==> config.mk <==
export PLATFORM = sky130hd
export DESIGN_NAME = free_list_block_allocator_core
export DESIGN_NICKNAME = d
export VERILOG_FILES = /design/src/hw/rtl/flba_pkg.sv /design/src/hw/rtl/flba_ram.sv /design/src/hw/rtl/flba_datapath.sv /design/src/hw/rtl/flba_ctrl.sv /design/src/hw/rtl/free_list_block_allocator_core.sv
export SDC_FILE = /design/constraint.sdc
export NUM_CORES = 2
export LEC_CHECK = 0
export BUFFER_PORTS_ARGS = -buffer_cell sky130_fd_sc_hd__buf_2
export CAP_MARGIN = 30
export CORE_MARGIN = 1.5
export CORE_UTILIZATION = 30
export DETAILED_ROUTE_END_ITERATION = 12
export PLACE_DENSITY_LB_ADDON = 0.12
export SLEW_MARGIN = 20
export SYNTH_ARGS = -nofsm -noshare
export SYNTH_HDL_FRONTEND = slang
export SYNTH_SLANG_ARGS = --single-unit
==> constraint.sdc <==
create_clock -name clk -period 28.8 [get_ports clk]
set_input_delay 2.88 -clock clk [delete_from_list [all_inputs] [get_ports clk]]
set_output_delay 2.88 -clock clk [all_outputs]
set_load 0.1 [all_outputs]
==> src/hw/rtl/flba_pkg.sv <==
// Shared types and constants of the free-list block allocator.
// Used by the controller, the datapath and the top level; no dependencies.
package flba_pkg;

  localparam int IDX_W      = 8;
  localparam int OFS_W      = 24;
  localparam int ST_W       = 2;
  localparam int CNT_W      = 9;
  localparam int BYTES_W    = 16;
  localparam int CFG_DATA_W = 16;
  localparam int CFG_IDX_W  = 2;

  localparam logic FUNC_ALLOC   = 1'b0;
  localparam logic FUNC_RELEASE = 1'b1;

  localparam logic [ST_W-1:0] ST_OK        = 2'd0;
  localparam logic [ST_W-1:0] ST_EMPTY     = 2'd1;
  localparam logic [ST_W-1:0] ST_NOT_READY = 2'd2;
  localparam logic [ST_W-1:0] ST_NULL_REL  = 2'd3;

  localparam logic [CFG_IDX_W-1:0] CFG_POOL_READY  = 2'd0;
  localparam logic [CFG_IDX_W-1:0] CFG_BLOCK_COUNT = 2'd1;
  localparam logic [CFG_IDX_W-1:0] CFG_BLOCK_BYTES = 2'd2;

  typedef struct packed {
    logic sweep_restart;
    logic sweep_we;
    logic launch;
    logic retire;
  } flba_cmd_t;

  typedef struct packed {
    logic setup_req;
    logic sweep_last;
  } flba_stat_t;

endpackage

==> src/hw/rtl/flba_ram.sv <==
// Generic single-write, single-read RAM with registered read data.
// No dependencies.
module flba_ram #(
  parameter int WIDTH = 9,
  parameter int DEPTH = 256
) (
  input  logic                     clk,
  input  logic                     we,
  input  logic [$clog2(DEPTH)-1:0] waddr,
  input  logic [WIDTH-1:0]         wdata,
  input  logic                     re,
  input  logic [$clog2(DEPTH)-1:0] raddr,
  output logic [WIDTH-1:0]         rdata
);

  logic [WIDTH-1:0] mem_r [DEPTH];
  logic [WIDTH-1:0] rdata_r;

  always_ff @(posedge clk) begin
    if (we) begin
      mem_r[waddr] <= wdata;
    end
    if (re) begin
      rdata_r <= mem_r[raddr];
    end
  end

  assign rdata = rdata_r;

endmodule

==> src/hw/rtl/flba_datapath.sv <==
// Allocator datapath: pool registers, free head, link memory, offset multiply, result registers.
// Depends on flba_pkg and flba_ram; driven by commands from flba_ctrl.
module flba_datapath
  import flba_pkg::*;
#(
  parameter int NUM_BLOCKS = 256
) (
  input  logic                  clk,
  input  logic                  rst_n,
  input  logic                  cfg_we,
  input  logic [CFG_IDX_W-1:0]  cfg_index,
  input  logic [CFG_DATA_W-1:0] cfg_wdata,
  input  logic                  in_func,
  input  logic                  in_has_block,
  input  logic [IDX_W-1:0]      in_block_index,
  input  flba_cmd_t             cmd,
  output flba_stat_t            stat,
  output logic                  out_valid,
  output logic                  out_granted,
  output logic [IDX_W-1:0]      out_got_index,
  output logic [OFS_W-1:0]      out_block_offset,
  output logic [ST_W-1:0]       out_status
);

  localparam int IW = $clog2(NUM_BLOCKS);
  localparam int LW = $clog2(NUM_BLOCKS + 1);
  localparam int CW = (LW > CNT_W) ? LW : CNT_W;
  localparam int PW = IW + BYTES_W;
  localparam logic [LW-1:0] NULL_LINK = LW'(NUM_BLOCKS);
  localparam logic [IW-1:0] LAST_IDX  = IW'(NUM_BLOCKS - 1);

  logic               pool_ready_r;
  logic [CNT_W-1:0]   block_count_r;
  logic [BYTES_W-1:0] block_bytes_r;
  logic [LW-1:0]      head_r, head_nxt;
  logic [IW-1:0]      sweep_cnt_r, sweep_cnt_nxt;
  logic               grant_r, grant_nxt;
  logic [ST_W-1:0]    status_r, status_nxt;
  logic [IW-1:0]      blk_r;
  logic               out_valid_r;
  logic               out_granted_r;
  logic [IDX_W-1:0]   out_got_index_r;
  logic [OFS_W-1:0]   out_block_offset_r;
  logic [ST_W-1:0]    out_status_r;

  logic [LW-1:0] n_blocks;
  logic [LW-1:0] succ;
  logic [LW-1:0] chain_link;
  logic [LW-1:0] init_head;
  logic          head_valid;
  logic          rel_in_range;
  logic          rel_we;
  logic [PW-1:0] prod;

  logic          mem_we;
  logic [IW-1:0] mem_waddr;
  logic [LW-1:0] mem_wdata;
  logic [LW-1:0] mem_rdata;

  always_ff @(posedge clk) begin
    if (!rst_n) begin
      pool_ready_r  <= 1'b1;
      block_count_r <= CNT_W'(256);
      block_bytes_r <= BYTES_W'(16);
    end else if (cfg_we) begin
      unique case (cfg_index)
        CFG_POOL_READY:  pool_ready_r  <= cfg_wdata[0];
        CFG_BLOCK_COUNT: block_count_r <= cfg_wdata[CNT_W-1:0];
        CFG_BLOCK_BYTES: block_bytes_r <= cfg_wdata[BYTES_W-1:0];
        default: ;
      endcase
    end
  end

  assign stat.setup_req  = cfg_we && (cfg_index == CFG_POOL_READY ||
                                      cfg_index == CFG_BLOCK_COUNT ||
                                      cfg_index == CFG_BLOCK_BYTES);
  assign stat.sweep_last = (sweep_cnt_r == LAST_IDX);

  assign n_blocks   = (CW'(block_count_r) > CW'(NUM_BLOCKS)) ? LW'(NUM_BLOCKS)
                                                             : LW'(block_count_r);
  assign succ       = LW'(sweep_cnt_r) + LW'(1);
  assign chain_link = (succ < n_blocks) ? succ : NULL_LINK;
  assign init_head  = (n_blocks != '0) ? '0 : NULL_LINK;

  assign head_valid   = (head_r != NULL_LINK);
  assign rel_in_range = (32'(in_block_index) < 32'(NUM_BLOCKS));

  always_comb begin
    grant_nxt  = 1'b0;
    status_nxt = ST_OK;
    rel_we     = 1'b0;
    if (in_func == FUNC_ALLOC) begin
      if (!pool_ready_r) begin
        status_nxt = ST_NOT_READY;
      end else if (!head_valid) begin
        status_nxt = ST_EMPTY;
      end else begin
        grant_nxt = 1'b1;
      end
    end else begin
      if (!in_has_block) begin
        status_nxt = ST_NULL_REL;
      end else if (!pool_ready_r) begin
        status_nxt = ST_NOT_READY;
      end else begin
        rel_we = rel_in_range;
      end
    end
  end

  assign mem_we    = cmd.sweep_we || (cmd.launch && rel_we);
  assign mem_waddr = cmd.sweep_we ? sweep_cnt_r : IW'(in_block_index);
  assign mem_wdata = cmd.sweep_we ? chain_link : head_r;

  flba_ram #(
    .WIDTH (LW),
    .DEPTH (NUM_BLOCKS)
  ) u_link_ram (
    .clk   (clk),
    .we    (mem_we),
    .waddr (mem_waddr),
    .wdata (mem_wdata),
    .re    (cmd.launch),
    .raddr (head_r[IW-1:0]),
    .rdata (mem_rdata)
  );

  always_comb begin
    head_nxt = head_r;
    if (cmd.sweep_we) begin
      head_nxt = init_head;
    end else if (cmd.launch && rel_we) begin
      head_nxt = LW'(in_block_index);
    end else if (cmd.retire && grant_r) begin
      head_nxt = mem_rdata;
    end
  end

  always_comb begin
    sweep_cnt_nxt = sweep_cnt_r;
    if (cmd.sweep_restart) begin
      sweep_cnt_nxt = '0;
    end else if (cmd.sweep_we) begin
      sweep_cnt_nxt = sweep_cnt_r + IW'(1);
    end
  end

  always_ff @(posedge clk) begin
    if (!rst_n) begin
      head_r      <= NULL_LINK;
      sweep_cnt_r <= '0;
      out_valid_r <= 1'b0;
    end else begin
      head_r      <= head_nxt;
      sweep_cnt_r <= sweep_cnt_nxt;
      out_valid_r <= cmd.retire;
    end
  end

  assign prod = PW'(blk_r) * PW'(block_bytes_r);

  always_ff @(posedge clk) begin
    if (cmd.launch) begin
      grant_r  <= grant_nxt;
      status_r <= status_nxt;
      blk_r    <= head_r[IW-1:0];
    end
    if (cmd.retire) begin
      out_granted_r      <= grant_r;
      out_got_index_r    <= grant_r ? IDX_W'(blk_r) : '0;
      out_block_offset_r <= grant_r ? OFS_W'(prod) : '0;
      out_status_r       <= status_r;
    end
  end

  assign out_valid        = out_valid_r;
  assign out_granted      = out_granted_r;
  assign out_got_index    = out_got_index_r;
  assign out_block_offset = out_block_offset_r;
  assign out_status       = out_status_r;

endmodule

==> src/hw/rtl/flba_ctrl.sv <==
// Allocator controller: sequences the link-memory sweep, item launch and result retire.
// Depends on flba_pkg; commands flba_datapath.
module flba_ctrl
  import flba_pkg::*;
(
  input  logic       clk,
  input  logic       rst_n,
  input  logic       start,
  input  flba_stat_t stat,
  output flba_cmd_t  cmd,
  output logic       busy
);

  typedef enum logic [1:0] {
    S_SWEEP,
    S_IDLE,
    S_EXEC
  } state_t;

  state_t state_r, state_nxt;
  logic   busy_r;

  always_comb begin
    cmd               = '0;
    cmd.sweep_restart = stat.setup_req;
    state_nxt         = state_r;
    unique case (state_r)
      S_SWEEP: begin
        cmd.sweep_we = !stat.setup_req;
        if (stat.sweep_last) begin
          state_nxt = S_IDLE;
        end
      end
      S_IDLE: begin
        if (start) begin
          cmd.launch = 1'b1;
          state_nxt  = S_EXEC;
        end
      end
      S_EXEC: begin
        cmd.retire = 1'b1;
        state_nxt  = S_IDLE;
      end
      default: state_nxt = S_SWEEP;
    endcase
    if (stat.setup_req) begin
      state_nxt = S_SWEEP;
    end
  end

  always_ff @(posedge clk) begin
    if (!rst_n) begin
      state_r <= S_SWEEP;
      busy_r  <= 1'b1;
    end else begin
      state_r <= state_nxt;
      busy_r  <= (state_nxt != S_IDLE);
    end
  end

  assign busy = busy_r;

endmodule

==> src/hw/rtl/free_list_block_allocator_core.sv <==
// Free-list block allocator top level: controller plus datapath, assertions at the end.
// Depends on flba_pkg, flba_ctrl, flba_datapath (and flba_ram through the datapath).
// A transfer registers the item; S_EXEC registers its result, strobed on out_valid.
// A new item is taken only after S_EXEC retires the last, as link reads are registered.
// Reset and every pool register write rebuild the link chain, with busy high until the
// sweep has written every link; results cannot be stalled.
module free_list_block_allocator_core
  import flba_pkg::*;
#(
  parameter int NUM_BLOCKS = 256
) (
  input  logic                  clk,
  input  logic                  rst_n,
  input  logic                  cfg_we,
  input  logic [CFG_IDX_W-1:0]  cfg_index,
  input  logic [CFG_DATA_W-1:0] cfg_wdata,
  input  logic                  start,
  output logic                  busy,
  input  logic                  in_func,
  input  logic                  in_has_block,
  input  logic [IDX_W-1:0]      in_block_index,
  output logic                  out_valid,
  output logic                  out_granted,
  output logic [IDX_W-1:0]      out_got_index,
  output logic [OFS_W-1:0]      out_block_offset,
  output logic [ST_W-1:0]       out_status
);

  flba_cmd_t  cmd;
  flba_stat_t stat;

  flba_ctrl u_ctrl (
    .clk   (clk),
    .rst_n (rst_n),
    .start (start),
    .stat  (stat),
    .cmd   (cmd),
    .busy  (busy)
  );

  flba_datapath #(
    .NUM_BLOCKS (NUM_BLOCKS)
  ) u_datapath (
    .clk              (clk),
    .rst_n            (rst_n),
    .cfg_we           (cfg_we),
    .cfg_index        (cfg_index),
    .cfg_wdata        (cfg_wdata),
    .in_func          (in_func),
    .in_has_block     (in_has_block),
    .in_block_index   (in_block_index),
    .cmd              (cmd),
    .stat             (stat),
    .out_valid        (out_valid),
    .out_granted      (out_granted),
    .out_got_index    (out_got_index),
    .out_block_offset (out_block_offset),
    .out_status       (out_status)
  );

  a_result_follows: assert property (@(posedge clk) disable iff (!rst_n)
    (start && !busy && !stat.setup_req) ##1 !stat.setup_req |=> out_valid)
    else $error("transfer without result");

  a_result_had_item: assert property (@(posedge clk) disable iff (!rst_n)
    out_valid |-> $past(busy) && !$past(cmd.sweep_we))
    else $error("result without launched item");

  a_refused_is_zero: assert property (@(posedge clk) disable iff (!rst_n)
    (out_valid && !out_granted) |-> (out_got_index == '0 && out_block_offset == '0))
    else $error("refused result carries a block");

  a_sweep_busy: assert property (@(posedge clk) disable iff (!rst_n)
    cmd.sweep_we |-> busy && !cmd.launch)
    else $error("link sweep while idle");

endmodule

# After elaboration in Yosys (flattened, before gate mapping)
# Memory sizes are Yosys's and may differ from the RTL's. A register that Yosys moved wholly into a read port is not among the register bits.
# Index checks and enable logic that the tools add are counted.
[word_totals]
ff_bits = 93
ram_bits = 2304
output_inout_bits = 37
wordCells = 73
memories = 1
[op_classes]
add_sub_neg = 2
mul = 1
order_cmp = 2
n_eq_ne = 7
mux = 27
bitwise_logic = 2
reduce_logical = 16
[mem_list]
columns = ["memory", "words", "width", "rd", "rd_clocked_by_memory_dff", "write_ports", "line_no", "text"]
rows = [
  ["u_datapath.u_link_ram.mem_r", 256, 9, 1, 1, 1, "flba_ram.sv:16", "logic [WIDTH-1:0] mem_r [DEPTH];"],
]
[op_table]
columns = ["cell", "count"]
rows = [
  ["9-bit two-way mux", 7],
  ["8-bit by 16-bit multiplier with 24-bit output", 1],
  ["2-bit two-way mux", 7],
  ["1-bit two-way mux", 11],
  ["8-bit by 1-bit adder with 9-bit output, second input constant", 1],
  ["9-bit > comparator, second input constant", 1],
  ["9-bit less-than comparator", 1],
  ["9-bit != test, second input constant", 1],
  ["9-bit nonzero test", 1],
  ["8-bit by 1-bit adder with 8-bit output, second input constant", 1],
  ["8-bit equality test, second input constant", 1],
  ["8-bit two-way mux", 1],
  ["2-bit one-hot mux with 3 select lines", 1],
  ["2-bit AND reduction", 3],
  ["2-bit by 1-bit equality test with 1-bit output, second input constant", 2],
  ["2-bit equality test, second input constant", 2],
  ["2-bit zero test", 2],
  ["2-bit OR reduction", 2],
  ["1-bit logical AND", 3],
  ["1-bit logical OR", 3],
  ["3-bit nonzero test", 1],
  ["2-bit by 1-bit != test with 1-bit output, second input constant", 1],
  ["1-bit NOT", 2],
  ["1-bit zero test", 1],
]

# Longest topological paths before layout
[logic_depth]
depth_word = 9
ltp_mapped = 19

# Modules after synthesis
# A second synthesis with hierarchy kept.
[unflattened]
cells_unflattened = 5104
area_unflattened_um2 = 97443.5
[by_module_without_submodules]
columns = ["mod", "instances", "cells_each", "area_per_inst_um2"]
rows = [
  ["flba_ram", 1, 4237, 89368.2],
  ["flba_datapath", 1, 855, 7947.6],
  ["flba_ctrl", 1, 12, 127.6],
]

# Least setup slack after synthesis
# No wires, ideal clock.
[synth_path]
kind = "input port to flip-flop"
start = "in cfg_we"
end = "mem u_datapath.u_link_ram.mem_r[0][0] (data pin)"
setup_ns = 2.188
arrival_ns = 13.946
t_required_ns = 26.612
slack_ns = 12.666
path_stages = 6
path_buffers = 2
cell_sequence = "a21boi_0 or3_1 clkbuf_1 clkbuf_1 a211o_1 o21ai_0"
[synth_via]
elab_chain_cells = 4
[synth_lines]
columns = ["item", "line_no", "text"]
rows = [
  ["start: declaration", "free_list_block_allocator_core.sv:14", "input logic cfg_we,"],
  ["1-bit logical AND", "flba_datapath.sv:75", "assign stat.setup_req = cfg_we && (cfg_index == CFG_POOL_READY ||"],
  ["1-bit zero test", "flba_ctrl.sv:29", "cmd.sweep_we = !stat.setup_req;"],
  ["1-bit two-way mux", "flba_ctrl.sv:27", "unique case (state_r)"],
  ["9-bit two-way mux", "flba_datapath.sv:114", "assign mem_wdata = cmd.sweep_we ? chain_link : head_r;"],
  ["named net u_datapath.mem_wdata[0]", "flba_datapath.sv:57", "logic [LW-1:0] mem_wdata;"],
  ["end: declaration", "flba_ram.sv:16", ""],
]
# The timed path passes the listed nets, and every way through them passes these cells.

# Worst setup path after layout
[layout_path]
start = "in cfg_index[1]"
end = "mem u_datapath.u_link_ram.mem_r[61][1] (data pin)"
[layout_via]
elab_chain_cells = 7
elab_cells_between_ends = 9
classes_between = "2 x eq/ne; 2 x mux; 5 x reduce/logical"
[layout_lines]
columns = ["item", "line_no", "text"]
rows = [
  ["start: declaration", "free_list_block_allocator_core.sv:15", "input logic [CFG_IDX_W-1:0] cfg_index,"],
  ["2-bit by 1-bit equality test with 1-bit output or 2-bit zero test (tied branches)", "flba_datapath.sv:76, flba_datapath.sv:75", ""],
  ["1-bit logical OR", "flba_datapath.sv:75", ""],
  ["1-bit logical OR *", "flba_datapath.sv:76", "cfg_index == CFG_BLOCK_COUNT ||"],
  ["1-bit logical AND *", "flba_datapath.sv:75", ""],
  ["1-bit zero test *", "flba_ctrl.sv:29", ""],
  ["1-bit two-way mux *", "flba_ctrl.sv:27", ""],
  ["9-bit two-way mux *", "flba_datapath.sv:114", ""],
  ["named net u_datapath.mem_wdata[1]", "flba_datapath.sv:57", ""],
]
# Mark *: on every way through the listed nets, which the timed path passes. The rest lies on a longest branch.

==> results by group <==
Run status
  • Run status: finished, final reports clean

Synthesis
  • Post-synthesis cell type with the largest combined area: sky130_fd_sc_hd__edfxtp_1
  • Leading register cell type out of synthesis: sky130_fd_sc_hd__edfxtp_1
  • Post-synthesis cell type count: 72
  • Count of flip-flops with a built-in enable after synthesis: 2359
  • Synthesized area divided by synthesized cell count: 19.0 sq um
  • Flop and latch count out of synthesis: 2406
  • Net count of the mapped netlist: 5321
  • Share of synthesized flip-flops with an asynchronous set or reset: 0
  • Area fraction of the dominant cell type after synthesis: 0.722
  • Sequential element share of the synthesized area: 0.732
  • Ranking of synthesized cells by area: sky130_fd_sc_hd__edfxtp_1, sky130_fd_sc_hd__mux4_2, sky130_fd_sc_hd__mux2i_1
  • Instance count of the mapped netlist: 5152
  • Combined area of all synthesized cells: 0.0981 sq mm
  • Yosys warnings: 0

Global route
  • Antenna violations before repair: 28
  • Global-route wire length before repair: 426 mm
  • Vias in the first global route: 51389
  • Pin count of the biggest net entering global routing: 183
  • Overall overflow remaining after global route: 0
  • Total routing resource utilization after global routing: 0.183

Floorplanning
  • Top-level I/O count: 69
  • Starting utilization of the core area: 0.302
  • Die width: 575 um
  • Number of placement rows: 209
  • Die area: 0.330 sq mm
  • Core box area: 0.325 sq mm
  • Die span in y: 575 um

Finish
  • Total number of nets in the final design: 5525
  • Core Util, Final: 0.347
  • Area of the multi-input gates: 0.0244 sq mm
  • Sequential cell area: 0.0718 sq mm
  • Layout Area Growth over Synthesis: 15.0%
  • Commonest non-fill, non-tap cells in the layout: sky130_fd_sc_hd__edfxtp_1, sky130_fd_sc_hd__mux4_2, sky130_fd_sc_hd__mux2i_1, sky130_fd_sc_hd__nor2_1, sky130_fd_sc_hd__clkbuf_16
  • Layout cells sized above 1: 0.209
  • Most frequent standard cell in the layout excluding fill and tap cells: sky130_fd_sc_hd__edfxtp_1
  • Filler cells: 30533

Pwr
  • Static Leakage: 34.5 nW
  • Switching power: 1.70 mW
  • Register share of total power: 0.503
  • Maximum vdd ir drop: 0.0404 mV
  • Internal Dissipation: 5.97 mW
  • Power density over cell area: 68.0 mW/mm^2
  • Part of the total power dissipated in the clock network: 0.454
  • Proportion of total power due to net switching: 0.221
  • Combinational cell fraction of total power: 0.043

Route
  • Violation count after the first detailed-routing iteration: 4432
  • Initial DRT Pass Iterations: 7
  • Drc violations: 0
  • Sum of routed wire length over all layers: 307 mm
  • Detailed-route via count: 50347
  • Routed vias/inst: 5.09
  • Drt wl/cell: 31.0 um
  • Final antenna-violating net count: 0

Setup path
  • Critical Path Fanout Max: 63
  • Kind of end point of the critical path: flop
  • Kind of start point of the critical path: primary input
  • Arr. time, crit path: 7800 ps
  • Required @ worst endpoint: 29350 ps
  • WS Path Type: in2reg

Timing
  • Number of endpoints failing setup at the final stage: 0
  • Achievable clock frequency: 138 MHz
  • Clock skew after layout: 43.4 ps
  • Final total negative setup slack: 0 ps
  • Relative slew slack: 0.199
  • Post-route minimum period: 7260 ps
  • Final max-slew violation count: 0
  • Setup repair after global routing missed its margin: no
  • Fin. Hold Viols: 0
  • Final worst path period share: 0.252
  • Worst slew pin tran: 1200 ps

CTS
  • Clock tree from TritonCTS: yes
  • Post-CTS Hold Buffers: 0
  • Maximum clock insertion buffer count: 4
  • Later-pin clock latency in the skew report: 900 ps
  • H-tree depth: 5
  • Clk slew on worst S/H paths: 70 ps
  • Post-CTS Setup Bufs: 0
  • Number of CTS-inserted buffers: 276
  • CTS Root Buffer Type: sky130_fd_sc_hd__clkbuf_16
  • Number of clock sinks seen by CTS: 2406
  • Post-CTS resize count: 0

Placement
  • Routability cong.: 0.782
  • Count of port buffers added during placement: 68
  • HPWL after DPL: 184 mm

Hold path
  • Type of the worst min-delay path: reg2reg

Run
  • Max capacitance violation total: 0
-- routing by layer --
metal,global-route usage,vias to the layer above,part of all wire
met5,0,-,0.000088
met4,0.0530,4,0.027
met3,0.0273,390,0.053
met2,0.299,1497,0.48
met1,0.254,27234,0.44
li1,-,21222,-
-- worst max-delay path, stage by stage --
cell and delay (ps):
sky130_fd_sc_hd__buf_2 130, sky130_fd_sc_hd__a21boi_0 300, sky130_fd_sc_hd__or3_1 800, sky130_fd_sc_hd__a211o_1 710, sky130_fd_sc_hd__o22ai_4 590, sky130_fd_sc_hd__buf_4 670
sky130_fd_sc_hd__buf_4 760, sky130_fd_sc_hd__buf_4 790
-- metrics by stage --
| step | hold slack [ps] | setup slack, ps | power [mW] | cells | cell area [sq um] |
|---|---|---|---|---|---|
| floorplan | 400 | 12670 | 4.13 | 5152 | 98100 |
| global placement | 403 | 20740 | 4.26 | 9341 | 103000 |
| detailed placement | 408 | 20630 | 4.26 | 9360 | 104000 |
| CTS | 424 | 21600 | 7.76 | 9850 | 112000 |
| global route | 443 | 21330 | 7.89 | 9894 | 113000 |
| finish | 427 | 21540 | 7.67 | 9901 | 113000 |
-- power by group through the flow --
stage	combinational, mW	sequential [mW]	clock (mW)
6_report	0.331	3.85	3.48
5_1_grt	0.353	3.85	3.69
4_1_cts	0.338	3.85	3.56
3_5_place_dp	0.337	3.93	0
3_3_place_gp	0.332	3.93	0
2_1_floorplan	0.183	3.95	0
-- kinds of logic after synthesis --
family,synth area share
simple gates,0.0378
fa+ha+maj,0.0239
buf+inv,0.0228
xor+xnor,0.00205
compound gates,0.0371
flops,0.732
mux,0.145
-- final timing paths --
| kind | start | endpoint | slack [ps] | depth (start not counted) |
|---|---|---|---|---|
| min reg2reg | u_datapath.status_r[1] | u_datapath.out_status[1] | 430 | 0 |
| min | u_datapath.status_r[1] | u_datapath.out_status[1] | 430 | 0 |
| max | cfg_index[1] | u_datapath.u_link_ram.mem_r[61][1] | 21540 | 8 |
| max reg2reg | u_datapath.head_r[0] | u_datapath.u_link_ram.rdata[2] | 21810 | 12 |
-- Yosys cell counts, types with 17 or more instances --
library cell,count
sky130_fd_sc_hd__buf_2,53
sky130_fd_sc_hd__nand3_1,34
sky130_fd_sc_hd__o221ai_1,110
sky130_fd_sc_hd__fa_1,84
sky130_fd_sc_hd__mux2i_1,334
sky130_fd_sc_hd__buf_4,17
sky130_fd_sc_hd__nor2b_1,29
sky130_fd_sc_hd__buf_6,58
sky130_fd_sc_hd__and2_1,81
sky130_fd_sc_hd__dfxtp_1,47
sky130_fd_sc_hd__a21oi_1,107
sky130_fd_sc_hd__clkbuf_1,154
sky130_fd_sc_hd__buf_1,17
sky130_fd_sc_hd__nor2_1,297
sky130_fd_sc_hd__o21ai_0,64
sky130_fd_sc_hd__a21o_1,22
sky130_fd_sc_hd__o22ai_1,66
sky130_fd_sc_hd__edfxtp_1,2359
sky130_fd_sc_hd__mux4_2,476
sky130_fd_sc_hd__nand2_1,257
sky130_fd_sc_hd__inv_1,109
sky130_fd_sc_hd__ha_1,53
sky130_fd_sc_hd__nor3_1,51
-- area by class of cell --
cell class | count | share of cell area
Antenna cell | 8 | 0.000178
Clock buffer | 342 | 0.0646
Clock inverter | 148 | 0.0139
Inverter | 113 | 0.00387
Multi-Input combinational cell | 2326 | 0.216
Sequential cell | 2406 | 0.637
Tap cell | 4325 | 0.0480
Timing Repair Buffer | 233 | 0.0165
-- state kept, by name (all words and copies together), names as in the netlist, 9 cells and up --
register and count:
u_datapath.out_block_offset 24, u_datapath.u_link_ram.rdata 9, u_datapath.head_r 9, u_datapath.block_count_r 9, u_datapath.u_link_ram.mem_r 2304, u_datapath.block_bytes_r 16
Note: power is estimated with default switching activity, not from simulation.
